File: src/hdl/pcxrle_pkg.sv
// Shared types and constants for the run-length scanline decoder.
// No dependencies; imported by pcxrle_line_store and pcx_rle_scanline_decoder.
`default_nettype none

package pcxrle_pkg;

  // Image geometry limits
  localparam int MAX_BYTES_PER_LINE = 64;
  localparam int PLANES             = 4;
  localparam int STORE_DEPTH        = 256;
  localparam int STORE_AW           = $clog2(STORE_DEPTH);

  // Byte above this value opens a run; low six bits give the run length
  localparam logic [7:0] RUN_BASE = 8'hC0;

  // Pixels packed into one planar result
  localparam int GROUP_PIXELS = 8;

  // Plane read counter: counts 0..PLANES
  localparam int ISS_W = $clog2(PLANES + 1);
  localparam logic [ISS_W-1:0] ISS_DONE = ISS_W'(PLANES);

  // Configuration register indexes
  typedef enum logic [1:0] {
    CFG_COMPRESSED     = 2'd0,
    CFG_PIXEL_FORMAT   = 2'd1,
    CFG_BYTES_PER_LINE = 2'd2,
    CFG_IMAGE_WIDTH    = 2'd3
  } cfg_index_t;

  // Pixel format codes
  localparam logic [1:0] FMT_1BIT_1PLANE = 2'd0;
  localparam logic [1:0] FMT_1BIT_4PLANE = 2'd1;
  localparam logic [1:0] FMT_8BIT        = 2'd2;

  // Sequencer states
  typedef enum logic [3:0] {
    ST_IDLE  = 4'b0001,
    ST_RUN   = 4'b0010,
    ST_MREAD = 4'b0100,
    ST_MEMIT = 4'b1000
  } state_t;

  // Access request to the line store
  typedef struct packed {
    logic                we;
    logic [STORE_AW-1:0] waddr;
    logic [7:0]          wdata;
    logic                re;
    logic [STORE_AW-1:0] raddr;
  } store_req_t;

endpackage

`default_nettype wire

File: src/hdl/pcx_rle_scanline_decoder.sv
// Top level of the run-length scanline decoder: sequencer, config and output register.
// Depends on pcxrle_pkg and pcxrle_line_store.
`default_nettype none

// Takes encoded image data one byte per request on the in_ channel and returns
// decoded scanline data on the out_ channel. A literal byte yields one decoded
// byte, a run value byte yields up to its run length of them, and a run count
// byte yields nothing. Each decoded byte is written into the line store, one
// write per cycle unless a visible byte waits for the output register. In planar
// mode the end of a line starts the merge: per group of eight pixels the store
// is read once per plane (four reads), the last read lands in the registered
// read port, and the group is then handed out. No new byte is accepted while a
// line is merged or a decoded byte is written out. A result waiting in the
// output register only stalls the sequencer when the next result is due.
// Configuration must be written through cfg_we/cfg_index/cfg_data while idle;
// the block itself does not enforce this.
module pcx_rle_scanline_decoder
  import pcxrle_pkg::*;
(
  input  wire logic        clk,
  input  wire logic        rst_n,
  // Input channel
  input  wire logic        in_tvalid,
  output logic             in_tready,
  input  wire logic [7:0]  in_tdata,   // [7:0] data_byte
  // Result channel
  output logic             out_tvalid,
  input  wire logic        out_tready,
  output logic [47:0]      out_tdata,  // [31:0] pixel_data, [35:32] pixel_count,
                                       // [44:36] out_position, [47:45] zero
  output logic             out_tlast,  // line_end
  output logic             out_tuser,  // last result of this input byte
  // Configuration port
  input  wire logic        cfg_we,
  input  wire logic [1:0]  cfg_index,
  input  wire logic [9:0]  cfg_data
);

  // ---------------------------------------------------------------------------
  // Configuration registers
  // ---------------------------------------------------------------------------
  logic       compressed_r;
  logic [1:0] pixel_format_r;
  logic [6:0] bytes_per_line_r;
  logic [9:0] image_width_r;

  always_ff @(posedge clk) begin
    if (!rst_n) begin
      compressed_r     <= 1'b1;
      pixel_format_r   <= FMT_8BIT;
      bytes_per_line_r <= 7'(MAX_BYTES_PER_LINE);
      image_width_r    <= 10'd64;
    end else if (cfg_we) begin
      case (cfg_index_t'(cfg_index))
        CFG_COMPRESSED:     compressed_r     <= cfg_data[0];
        CFG_PIXEL_FORMAT:   pixel_format_r   <= cfg_data[1:0];
        CFG_BYTES_PER_LINE: bytes_per_line_r <= cfg_data[6:0];
        CFG_IMAGE_WIDTH:    image_width_r    <= cfg_data;
        default: ;
      endcase
    end
  end

  // ---------------------------------------------------------------------------
  // Effective line geometry (registers must be written only while idle; not enforced)
  // ---------------------------------------------------------------------------
  logic       planar;
  logic [6:0] bpl_eff;     // 1..64
  logic [9:0] width_eff;   // 1..1023
  logic [8:0] line_size;   // bytes in one full line, all planes
  logic [7:0] limit;       // visible bytes in byte modes
  logic [9:0] width_pl;    // planar width, clamped to 8 * bpl
  logic [9:0] bpl_x8;
  logic [6:0] groups;      // planar groups per line
  logic [10:0] width_rnd;
  logic [10:0] width_pl_rnd;

  always_comb begin
    planar = (pixel_format_r == FMT_1BIT_4PLANE);

    // Treat zero as one, saturate above the store's line length
    if (bytes_per_line_r == 7'd0) begin
      bpl_eff = 7'd1;
    end else if (bytes_per_line_r > 7'(MAX_BYTES_PER_LINE)) begin
      bpl_eff = 7'(MAX_BYTES_PER_LINE);
    end else begin
      bpl_eff = bytes_per_line_r;
    end
    width_eff = (image_width_r == 10'd0) ? 10'd1 : image_width_r;

    line_size = planar ? {bpl_eff, 2'b00} : {2'b00, bpl_eff};

    // One-bit single plane: eight pixels a byte
    width_rnd = {1'b0, width_eff} + 11'd7;
    if (pixel_format_r == FMT_1BIT_1PLANE) begin
      limit = (width_rnd[10:3] > {1'b0, bpl_eff}) ? {1'b0, bpl_eff} : width_rnd[10:3];
    end else begin
      limit = (width_eff < {3'b000, bpl_eff}) ? width_eff[7:0] : {1'b0, bpl_eff};
    end

    bpl_x8       = {bpl_eff, 3'b000};
    width_pl     = (width_eff > bpl_x8) ? bpl_x8 : width_eff;
    width_pl_rnd = {1'b0, width_pl} + 11'd7;
    groups       = width_pl_rnd[9:3];
  end

  // ---------------------------------------------------------------------------
  // Sequencer state
  // ---------------------------------------------------------------------------
  state_t            state_r,        state_nxt;
  logic [7:0]        byte_r,         byte_nxt;
  logic [5:0]        remain_r,       remain_nxt;
  logic [8:0]        fill_index_r,   fill_index_nxt;
  logic              run_pending_r,  run_pending_nxt;
  logic [5:0]        run_length_r,   run_length_nxt;
  logic [5:0]        grp_r,          grp_nxt;
  logic [STORE_AW-1:0] addr_r,       addr_nxt;
  logic [ISS_W-1:0]  iss_r,          iss_nxt;
  logic              rd_vld_r;
  logic [31:0]       acc_r,          acc_nxt;

  // Output register
  logic              out_tvalid_r,   out_tvalid_nxt;
  logic [31:0]       out_data_r,     out_data_nxt;
  logic [3:0]        out_count_r,    out_count_nxt;
  logic [8:0]        out_pos_r,      out_pos_nxt;
  logic              out_end_r,      out_end_nxt;
  logic              out_last_r,     out_last_nxt;

  store_req_t        store_req;
  logic [7:0]        rd_data;

  // Scratch values of the sequencer
  logic              can_emit;
  logic              out_load;
  logic              emit_here;
  logic [9:0]        pos_inc;
  logic              line_done;
  logic [6:0]        grp_inc;
  logic [9:0]        cnt_full;
  logic [3:0]        cnt4;
  logic [31:0]       grp_mask;

  assign in_tready = (state_r == ST_IDLE);
  assign can_emit  = !out_tvalid_r || out_tready;

  always_comb begin
    state_nxt       = state_r;
    byte_nxt        = byte_r;
    remain_nxt      = remain_r;
    fill_index_nxt  = fill_index_r;
    run_pending_nxt = run_pending_r;
    run_length_nxt  = run_length_r;
    grp_nxt         = grp_r;
    addr_nxt        = addr_r;
    iss_nxt         = iss_r;
    acc_nxt         = acc_r;

    out_load      = 1'b0;
    out_data_nxt  = out_data_r;
    out_count_nxt = out_count_r;
    out_pos_nxt   = out_pos_r;
    out_end_nxt   = out_end_r;
    out_last_nxt  = out_last_r;

    store_req = '0;

    emit_here = !planar && ({1'b0, fill_index_r} < {2'b00, limit});
    pos_inc   = {1'b0, fill_index_r} + 10'd1;
    line_done = pos_inc >= {1'b0, line_size};

    grp_inc  = {1'b0, grp_r} + 7'd1;
    cnt_full = width_pl - {1'b0, grp_r, 3'b000};
    cnt4     = (cnt_full > 10'(GROUP_PIXELS)) ? 4'(GROUP_PIXELS) : cnt_full[3:0];
    for (int k = 0; k < GROUP_PIXELS; k++) begin
      grp_mask[4*k +: 4] = (4'(k) < cnt4) ? 4'hF : 4'h0;
    end

    case (state_r)
      ST_IDLE: begin
        if (in_tvalid) begin
          if (run_pending_r) begin
            // Byte after a run count is the run value, whatever the mode now
            run_pending_nxt = 1'b0;
            byte_nxt        = in_tdata;
            remain_nxt      = run_length_r;
            if (run_length_r != 6'd0) begin
              state_nxt = ST_RUN;
            end
          end else if (compressed_r && (in_tdata > RUN_BASE)) begin
            // Hold the count; this byte yields nothing
            run_length_nxt  = in_tdata[5:0];
            run_pending_nxt = 1'b1;
          end else begin
            byte_nxt   = in_tdata;
            remain_nxt = 6'd1;
            state_nxt  = ST_RUN;
          end
        end
      end

      ST_RUN: begin
        // Hold while a visible byte has nowhere to go
        if (!(emit_here && !can_emit)) begin
          store_req.we    = 1'b1;
          store_req.waddr = fill_index_r[STORE_AW-1:0];
          store_req.wdata = byte_r;

          if (emit_here) begin
            out_load      = 1'b1;
            out_data_nxt  = {24'd0, byte_r};
            out_count_nxt = 4'd1;
            out_pos_nxt   = fill_index_r;
            out_end_nxt   = (pos_inc == {2'b00, limit});
            // Padding repeats after this one yield nothing
            out_last_nxt  = (remain_r == 6'd1) || (pos_inc >= {2'b00, limit});
          end

          remain_nxt     = remain_r - 6'd1;
          fill_index_nxt = line_done ? 9'd0 : pos_inc[8:0];

          if (line_done) begin
            // Drop the rest of a run that crosses the line end
            if (planar) begin
              state_nxt = ST_MREAD;
              grp_nxt   = 6'd0;
              addr_nxt  = '0;
              iss_nxt   = '0;
            end else begin
              state_nxt = ST_IDLE;
            end
          end else if (remain_r == 6'd1) begin
            state_nxt = ST_IDLE;
          end
        end
      end

      ST_MREAD: begin
        // Issue one plane read a cycle, plane p of group g at p * bpl + g
        if (iss_r != ISS_DONE) begin
          store_req.re    = 1'b1;
          store_req.raddr = addr_r;
          addr_nxt        = addr_r + STORE_AW'(bpl_eff);
          iss_nxt         = iss_r + ISS_W'(1);
        end
        // Shift each plane bit into the top of its pixel nibble; plane 0 ends lowest
        if (rd_vld_r) begin
          for (int k = 0; k < GROUP_PIXELS; k++) begin
            acc_nxt[4*k +: 4] = {rd_data[7-k], acc_r[4*k+1 +: 3]};
          end
          if (iss_r == ISS_DONE) begin
            state_nxt = ST_MEMIT;
          end
        end
      end

      ST_MEMIT: begin
        if (can_emit) begin
          out_load      = 1'b1;
          out_data_nxt  = acc_r & grp_mask;
          out_count_nxt = cnt4;
          out_pos_nxt   = {3'b000, grp_r};
          out_end_nxt   = (grp_inc == groups);
          out_last_nxt  = (grp_inc == groups);
          if (grp_inc == groups) begin
            state_nxt = ST_IDLE;
          end else begin
            state_nxt = ST_MREAD;
            grp_nxt   = grp_inc[5:0];
            addr_nxt  = STORE_AW'(grp_inc[5:0]);
            iss_nxt   = '0;
          end
        end
      end

      default: begin
        state_nxt = ST_IDLE;
      end
    endcase

    out_tvalid_nxt = out_load ? 1'b1 : (out_tready ? 1'b0 : out_tvalid_r);
  end

  always_ff @(posedge clk) begin
    if (!rst_n) begin
      state_r       <= ST_IDLE;
      fill_index_r  <= 9'd0;
      run_pending_r <= 1'b0;
      run_length_r  <= 6'd0;
      rd_vld_r      <= 1'b0;
      out_tvalid_r  <= 1'b0;
    end else begin
      state_r       <= state_nxt;
      fill_index_r  <= fill_index_nxt;
      run_pending_r <= run_pending_nxt;
      run_length_r  <= run_length_nxt;
      rd_vld_r      <= store_req.re;
      out_tvalid_r  <= out_tvalid_nxt;
    end
  end

  // Payload registers
  always_ff @(posedge clk) begin
    byte_r      <= byte_nxt;
    remain_r    <= remain_nxt;
    grp_r       <= grp_nxt;
    addr_r      <= addr_nxt;
    iss_r       <= iss_nxt;
    acc_r       <= acc_nxt;
    out_data_r  <= out_data_nxt;
    out_count_r <= out_count_nxt;
    out_pos_r   <= out_pos_nxt;
    out_end_r   <= out_end_nxt;
    out_last_r  <= out_last_nxt;
  end

  pcxrle_line_store u_store (
    .clk     (clk),
    .req     (store_req),
    .rd_data (rd_data)
  );

  assign out_tvalid = out_tvalid_r;
  assign out_tdata  = {3'b000, out_pos_r, out_count_r, out_data_r};
  assign out_tlast  = out_end_r;
  assign out_tuser  = out_last_r;

endmodule

`default_nettype wire

File: src/hdl/pcxrle_line_store.sv
// Line store: one write port and one read port, read data registered.
// Depends on pcxrle_pkg for the request struct and depth.
`default_nettype none

module pcxrle_line_store
  import pcxrle_pkg::*;
(
  input  wire logic       clk,
  input  wire store_req_t req,
  output logic [7:0]      rd_data
);

  logic [7:0] mem [STORE_DEPTH];
  logic [7:0] rd_data_r;

  // Read returns the old entry on a same-cycle write; the sequencer never overlaps them
  always_ff @(posedge clk) begin
    if (req.we) begin
      mem[req.waddr] <= req.wdata;
    end
    if (req.re) begin
      rd_data_r <= mem[req.raddr];
    end
  end

  assign rd_data = rd_data_r;

endmodule

`default_nettype wire
File: config.mk
export PLATFORM = sky130hd
export DESIGN_NAME = pcx_rle_scanline_decoder
export DESIGN_NICKNAME = d
export VERILOG_FILES = /design/src/hdl/pcxrle_pkg.sv /design/src/hdl/pcx_rle_scanline_decoder.sv /design/src/hdl/pcxrle_line_store.sv
export SDC_FILE = /design/constraint.sdc
export NUM_CORES = 2
export LEC_CHECK = 0
export BUFFER_PORTS_ARGS = -buffer_cell sky130_fd_sc_hd__buf_4
export CAP_MARGIN = 10
export CORE_MARGIN = 3
export CORE_UTILIZATION = 44
export CTS_CLUSTER_DIAMETER = 80
export DETAILED_ROUTE_END_ITERATION = 16
export GPL_TIMING_DRIVEN = 0
export MAX_ROUTING_LAYER = met4
export REMOVE_ABC_BUFFERS = 1
export SYNTH_ARGS = -nofsm -noshare
export SYNTH_HDL_FRONTEND = slang
export SYNTH_SLANG_ARGS = --single-unit
File: constraint.sdc
create_clock -name clk -period 10.7 [get_ports clk]
set_input_delay 1.605 -clock clk [delete_from_list [all_inputs] [get_ports clk]]
set_output_delay 1.605 -clock clk [all_outputs]
set_load 0.005 [all_outputs]
[Yosys cells after proc, flatten, opt, wreduce, memory -nomap -nowiden]
Memories as Yosys holds them, arrays and structs flattened. A register that Yosys moved wholly into a read port is not among the register bits.
Cells that the tools add are included.
Cells by class
  equal/unequal tests: 27
  mux-type cells: 91
  add/subtract/negate cells: 8
  order comparisons: 17
  reductions and logical operators: 31
  bitwise gates (word level): 3
Operators with widths (count)
  32-bit 2-to-1 mux: 3
  4-bit 2-to-1 mux: 22
  8-bit 2-to-1 mux: 11
  32-bit one-hot mux with 2 select lines: 1
  9-bit 2-to-1 mux: 7
  6-bit 2-to-1 mux: 9
  17-bit 2-to-1 mux: 2
  32-bit bitwise AND: 1
  3-bit 2-to-1 mux: 8
  6-bit one-hot mux with 2 select lines: 2
  8-bit one-hot mux with 3 select lines: 1
  2-bit != test (second input constant): 11
  10-bit 2-to-1 mux: 2
  9-bit one-hot mux with 2 select lines: 1
  3-bit by 4-bit less-than comparator with 1-bit output (first input constant): 4
  4-bit one-hot mux with 4 select lines: 1
  1-bit 2-to-1 mux: 14
  7-bit 2-to-1 mux: 2
  2-bit AND reduction: 7
  4-bit AND reduction: 3
  10-bit by 3-bit adder with 11-bit output (second input constant): 1
  10-bit by 3-bit adder with 10-bit output (second input constant): 1
  9-bit by 1-bit adder with 10-bit output (second input constant): 1
  10-bit by 8-bit == test with 1-bit output: 1
  44 further kinds: 61
Storage, ports and cells
  register bits: 152
  input port bits: 25
  memories kept: 1
  memory bits (writable): 2048
  output and inout bits: 52
Memories
  u_store.mem: depth 256, bits a word 8, read ports 1, clocked after Yosys merged registers in 1, write ports 1, line pcxrle_line_store.sv:13  | logic [7:0] mem [STORE_DEPTH];

[Longest topological paths before layout]
  word-level depth: 13
  mapped depth: 26

[Modules after synthesis]
From an unflattened synthesis, not the netlist that was laid out.
Unflattened totals
  cells, all modules: 4591
  area, all modules: 88342.2 um^2
Modules (own cells, without submodules)
  pcxrle_line_store: cells each 3733, area an instance 79636.4 um^2, instances 1
  pcx_rle_scanline_decoder: cells each 858, area an instance 8705.8 um^2, instances 1

[Worst setup path after synthesis]
Ideal clock, no wire load.
  path kind: reg-to-reg
  from: register image_width_r[4]
  to: memory u_store.mem[0][0], data pin
  arrival: 7.710 ns
  setup slack: 2.121 ns
  path buffers: 4
  stages on the path, launching flop included: 23
  clock period less this slack: 8.579 ns
  path through: dfxtp_1 -> clkbuf_1 -> o311a_1 -> and3_1 -> nand2_1 -> nor2_1 -> xor2_1 -> ha_1 -> nand4_1 -> a211oi_1 -> and3_1 -> clkbuf_1 -> a221oi_1 -> ha_1 -> nor2b_1 -> o21a_1 -> o21a_1 -> o21ai_0 -> a21oi_1 -> o21a_1 -> clkbuf_1 -> clkbuf_1 -> and2_1
RTL lines
  start: declaration: line pcx_rle_scanline_decoder.sv:45  | logic [9:0] image_width_r;
  start signal: assignment: line pcx_rle_scanline_decoder.sv:58  | CFG_IMAGE_WIDTH: image_width_r <= cfg_data;
  end: declaration: line pcxrle_line_store.sv:13

[Worst setup path in the final report]
  from: register bytes_per_line_r[6]
  to: memory u_store.mem[189][7] (enable)
Between the ends
  cells in the longest elaborated chain, start to end: 13
Ends and longest elaborated chain
  start: declaration: line pcx_rle_scanline_decoder.sv:44  | logic [6:0] bytes_per_line_r;
  start signal: assignment: line pcx_rle_scanline_decoder.sv:51  | bytes_per_line_r <= 7'(MAX_BYTES_PER_LINE);
  start signal: assignment: line pcx_rle_scanline_decoder.sv:57  | CFG_BYTES_PER_LINE: bytes_per_line_r <= cfg_data[6:0];
  7-bit greater-than comparator: line pcx_rle_scanline_decoder.sv:84  | end else if (bytes_per_line_r > 7'(MAX_BYTES_PER_LINE)) begin
  7-bit 2-to-1 mux: line pcx_rle_scanline_decoder.sv:84
  7-bit 2-to-1 mux (*): line pcx_rle_scanline_decoder.sv:82  | if (bytes_per_line_r == 7'd0) begin
  10-bit by 7-bit less-than comparator with 1-bit output or 8-bit by 7-bit greater-than comparator with 1-bit output (tied branches): line pcx_rle_scanline_decoder.sv:98, pcx_rle_scanline_decoder.sv:96
  8-bit 2-to-1 mux, on equally long branches: line pcx_rle_scanline_decoder.sv:98, pcx_rle_scanline_decoder.sv:96
  8-bit 2-to-1 mux (*): line pcx_rle_scanline_decoder.sv:95  | if (pixel_format_r == FMT_1BIT_1PLANE) begin
  9-bit by 8-bit less-than comparator with 1-bit output (*): line pcx_rle_scanline_decoder.sv:168  | emit_here = !planar && ({1'b0, fill_index_r} < {2'b00, limit});
  1-bit logical AND (*): line pcx_rle_scanline_decoder.sv:168
  1-bit logical AND (*): line pcx_rle_scanline_decoder.sv:204  | if (!(emit_here && !can_emit)) begin
  17-bit 2-to-1 mux (*): line pcx_rle_scanline_decoder.sv:204
  17-bit 2-to-1 mux (*): line pcx_rle_scanline_decoder.sv:179  | case (state_r)
  1-bit 2-to-1 mux: line pcxrle_line_store.sv:18  | if (req.we) begin
  1-bit 2-to-1 mux (not written as such): line pcxrle_line_store.sv:19  | mem[req.waddr] <= req.wdata;
Mark *: on every way between the ends. The rest lies on a longest branch, timed or not.

==> results.cfg <==
[run_status]
status = finished clean

[sta]
tns_ns = 0
hold_viol = 0
whs_ns = 0.421
finalSetupViolations = 0
worstMarginPinSlew_ns = 1.31
maxSlewHeadroom = 0.124
fin_ws_ns = 2.36
rsz0062_at_grt = false
period_share = 0.779
slew_viol_final = 0
fmax_mhz = 120
timing.final.crit_period_ns = 8.34
finClkSkew_ns = 0.0330

[grt]
grt_pass1_wl_um = 407000
grt_overflow = 0
grt.met2_usage = 0.410
busiest_layer = met2
grt_pass1_vias = 54152
grt_use_met1 = 0.371
grt_usage = 0.274
met3_usage = 0.0552
grt_max_degree = 89
antenna_found_initial = 16

[worst_setup_path]
arrival_ns = 8.81
crit_path_start = bytes_per_line_r[6]
r2r_start = bytes_per_line_r[6]
path_buf_inv = 2
rr_worst_depth = 20
path_cells = clkinv_1 -> nand2_1 -> ha_1 -> a21oi_1 -> nor2b_1 -> o21ai_0 -> nand2b_1 -> a2111oi_0 -> a31oi_1 -> a221oi_1 -> ha_1 -> nor2b_1 -> o21a_1 -> o21a_1 -> o21ai_0 -> a21oi_1 -> o21a_2 -> buf_12 -> nand4_1 -> nor2_1
crit_slowest_cell = nor2_1
endpoint_kind = flip-flop
crit_family = compound AO/OA/AOI/OAI gates
cpPeakStageDelay_ns = 1.16
crit_cells = 20
critPathRequiredTime_ns = 11.17
setup.worst_path.end = u_store.mem[189][7]
start_kind = flip-flop
crit_fanout = 40
worst-setup-path-type = flip-flop to flip-flop
r2r_slack_ns = 2.36
r2r_end = u_store.mem[189][7]

[placed_design]
dp_hpwl_um = 191000
dpl_worst_slack_ns = 2.45
post_dp_cell_area_um2 = 98900
place.gp.congestion = 0.875
port_buffers = 73
post-place-cells = 8660

[clock_tree]
hold_buffers = 0
cts_num_sinks = 2208
cts_tree = yes
root_buffer = clkbuf_16
cts_max_level = 4
cts_buffers = 219
cts.path.max_buffers = 3
cts.repair.resized = 0
clock_latency_ns = 0.88
clkTransAtPathRegs_ns = 0.06
cts_setup_buffers = 0

[synthesis]
ys_seq_elements = 2208
ys_warn_count = 0
synth_area_per_cell_um2 = 15.0
synth_edf_count = 2166
synth.distinct_cells = 91
async_flop_share = 0
syn-instance-count = 6084
synth_flop_cell = edfxtp_1
ys_seq_area_frac = 0.720
syn-cell-area_um2 = 91500

[floorplanning]
die_w_um = 462
fp.coreArea_um2 = 206000
ios = 77
die_height_um = 462
die-area_um2 = 213000
start_util = 0.445
row_count = 166

[routing]
postRouteAntennaNets = 0
vias = 57287
drc_errors = 0
wire_per_inst_um = 31.7
viasPerCell = 6.31
drt_iter0_drc = 7978
routed_wl_um = 288000
firstDrtPassIters = 8

[pwr]
power.density_nw_per_um2 = 171
leakagePower_nw = 34.7
p_total_mw = 18.0
peakVddDrop_uv = 135

[finish]
synthToLayoutAreaGrowth_pct = 15.5
mostFrequentLayoutCells = edfxtp_1 (2166), nand2_1 (581), nor2_1 (469)
final_common_cell = edfxtp_1
postLayoutCellArea_um2 = 106000
finalNonFillerCells = 9074
finalCoreUtilization = 0.514
final_nets = 6285
drive_above_1_share = 0.139

[flow_run]
max-cap-violations = 0

[hold_path]
hold_path.class = flip-flop to flip-flop
-- Yosys cell counts (all sizes together) (24+ instances only) --
| cell type | count | area (µm²) |
|---|---|---|
| edfxtp | 2166 | 65000 |
| nand2 | 584 | 2190 |
| nor2 | 477 | 1790 |
| mux2i | 399 | 3990 |
| clkbuf | 251 | 943 |
| a21oi | 231 | 1160 |
| buf | 177 | 886 |
| nand3 | 162 | 821 |
| o21ai | 142 | 714 |
| mux4 | 125 | 2820 |
| o22ai | 90 | 563 |
| nor3 | 72 | 388 |
| a211oi | 65 | 493 |
| ha | 64 | 801 |
| a31oi | 63 | 394 |
| inv | 61 | 229 |
| mux2 | 58 | 653 |
| nand2b | 50 | 313 |
| o221ai | 49 | 429 |
| o211ai | 44 | 330 |
| dfxtp | 42 | 841 |
| a32oi | 41 | 359 |
| or2 | 36 | 225 |
| nand4 | 34 | 213 |
| nor4 | 33 | 219 |
| and3 | 32 | 200 |
| a221o | 31 | 310 |
| a22oi | 31 | 233 |
| and2 | 29 | 181 |
| nor2b | 29 | 181 |
| a311oi | 28 | 245 |
| or3 | 28 | 175 |
| a221oi | 26 | 228 |
| xnor2 | 24 | 210 |
-- logic make-up after synthesis --
group / synth area share
compound gates: 0.0813
xor+xnor: 0.00354
flops: 0.720
simple gates: 0.0814
mux: 0.0816
buf+inv: 0.0226
fa+ha+maj: 0.00930
other cells: 0.0000821
-- state kept, by name, indices dropped and copies added, names as in the netlist, 2 cells and up --
name,count
u_store.mem,2048
acc_r,32
out_data_r,32
image_width_r,10
fill_index_r,9
out_pos_r,9
addr_r,8
byte_r,8
u_store.rd_data,8
bytes_per_line_r,7
grp_r,6
remain_r,6
run_length_r,6
out_count_r,4
state_r,4
iss_r,3
pixel_format_r,2
-- area by class of cell --
cell class | instances | area, µm²
diodes | 13 | 32.5
clock buffers | 275 | 5810
clock inverters | 125 | 816
fillers | 16832 | 100000
inverters | 63 | 246
multi-input cells | 3388 | 23800
flip-flops and latches | 2208 | 65900
well taps | 2688 | 3360
repair buffers | 314 | 5630
-- per-layer routing --
metal,share of wire,up-vias,wire length (µm)
met3,0.11,538,30300
met4,0.043,0,12500
met2,0.46,3297,132000
li1,-,24061,-
met1,0.39,29391,114000
met5,0,-,0
-- power breakdown --
| group | leakage (nW) | switching [mW] | internal (mW) |
|---|---|---|---|
| combinational | 11.7 | 0.715 | 0.372 |
| sequential | 19.8 | 0.0481 | 9.64 |
| clock | 3.23 | 3.24 | 4.01 |
-- worst min-delay path by stage --
stage	from	depth (start not counted)	end	slack (ns)
6_report	u_store.rd_data[0]	0	acc_r[31]	0.42
5_1_grt	u_store.rd_data[0]	0	acc_r[31]	0.44
4_1_cts	u_store.rd_data[0]	0	acc_r[31]	0.43
3_5_place_dp	u_store.rd_data[5]	0	acc_r[11]	0.41
3_3_place_gp	u_store.rd_data[0]	0	acc_r[31]	0.40
2_1_floorplan	u_store.rd_data[5]	0	acc_r[11]	0.40
Note: power is estimated with default switching activity, not from simulation.
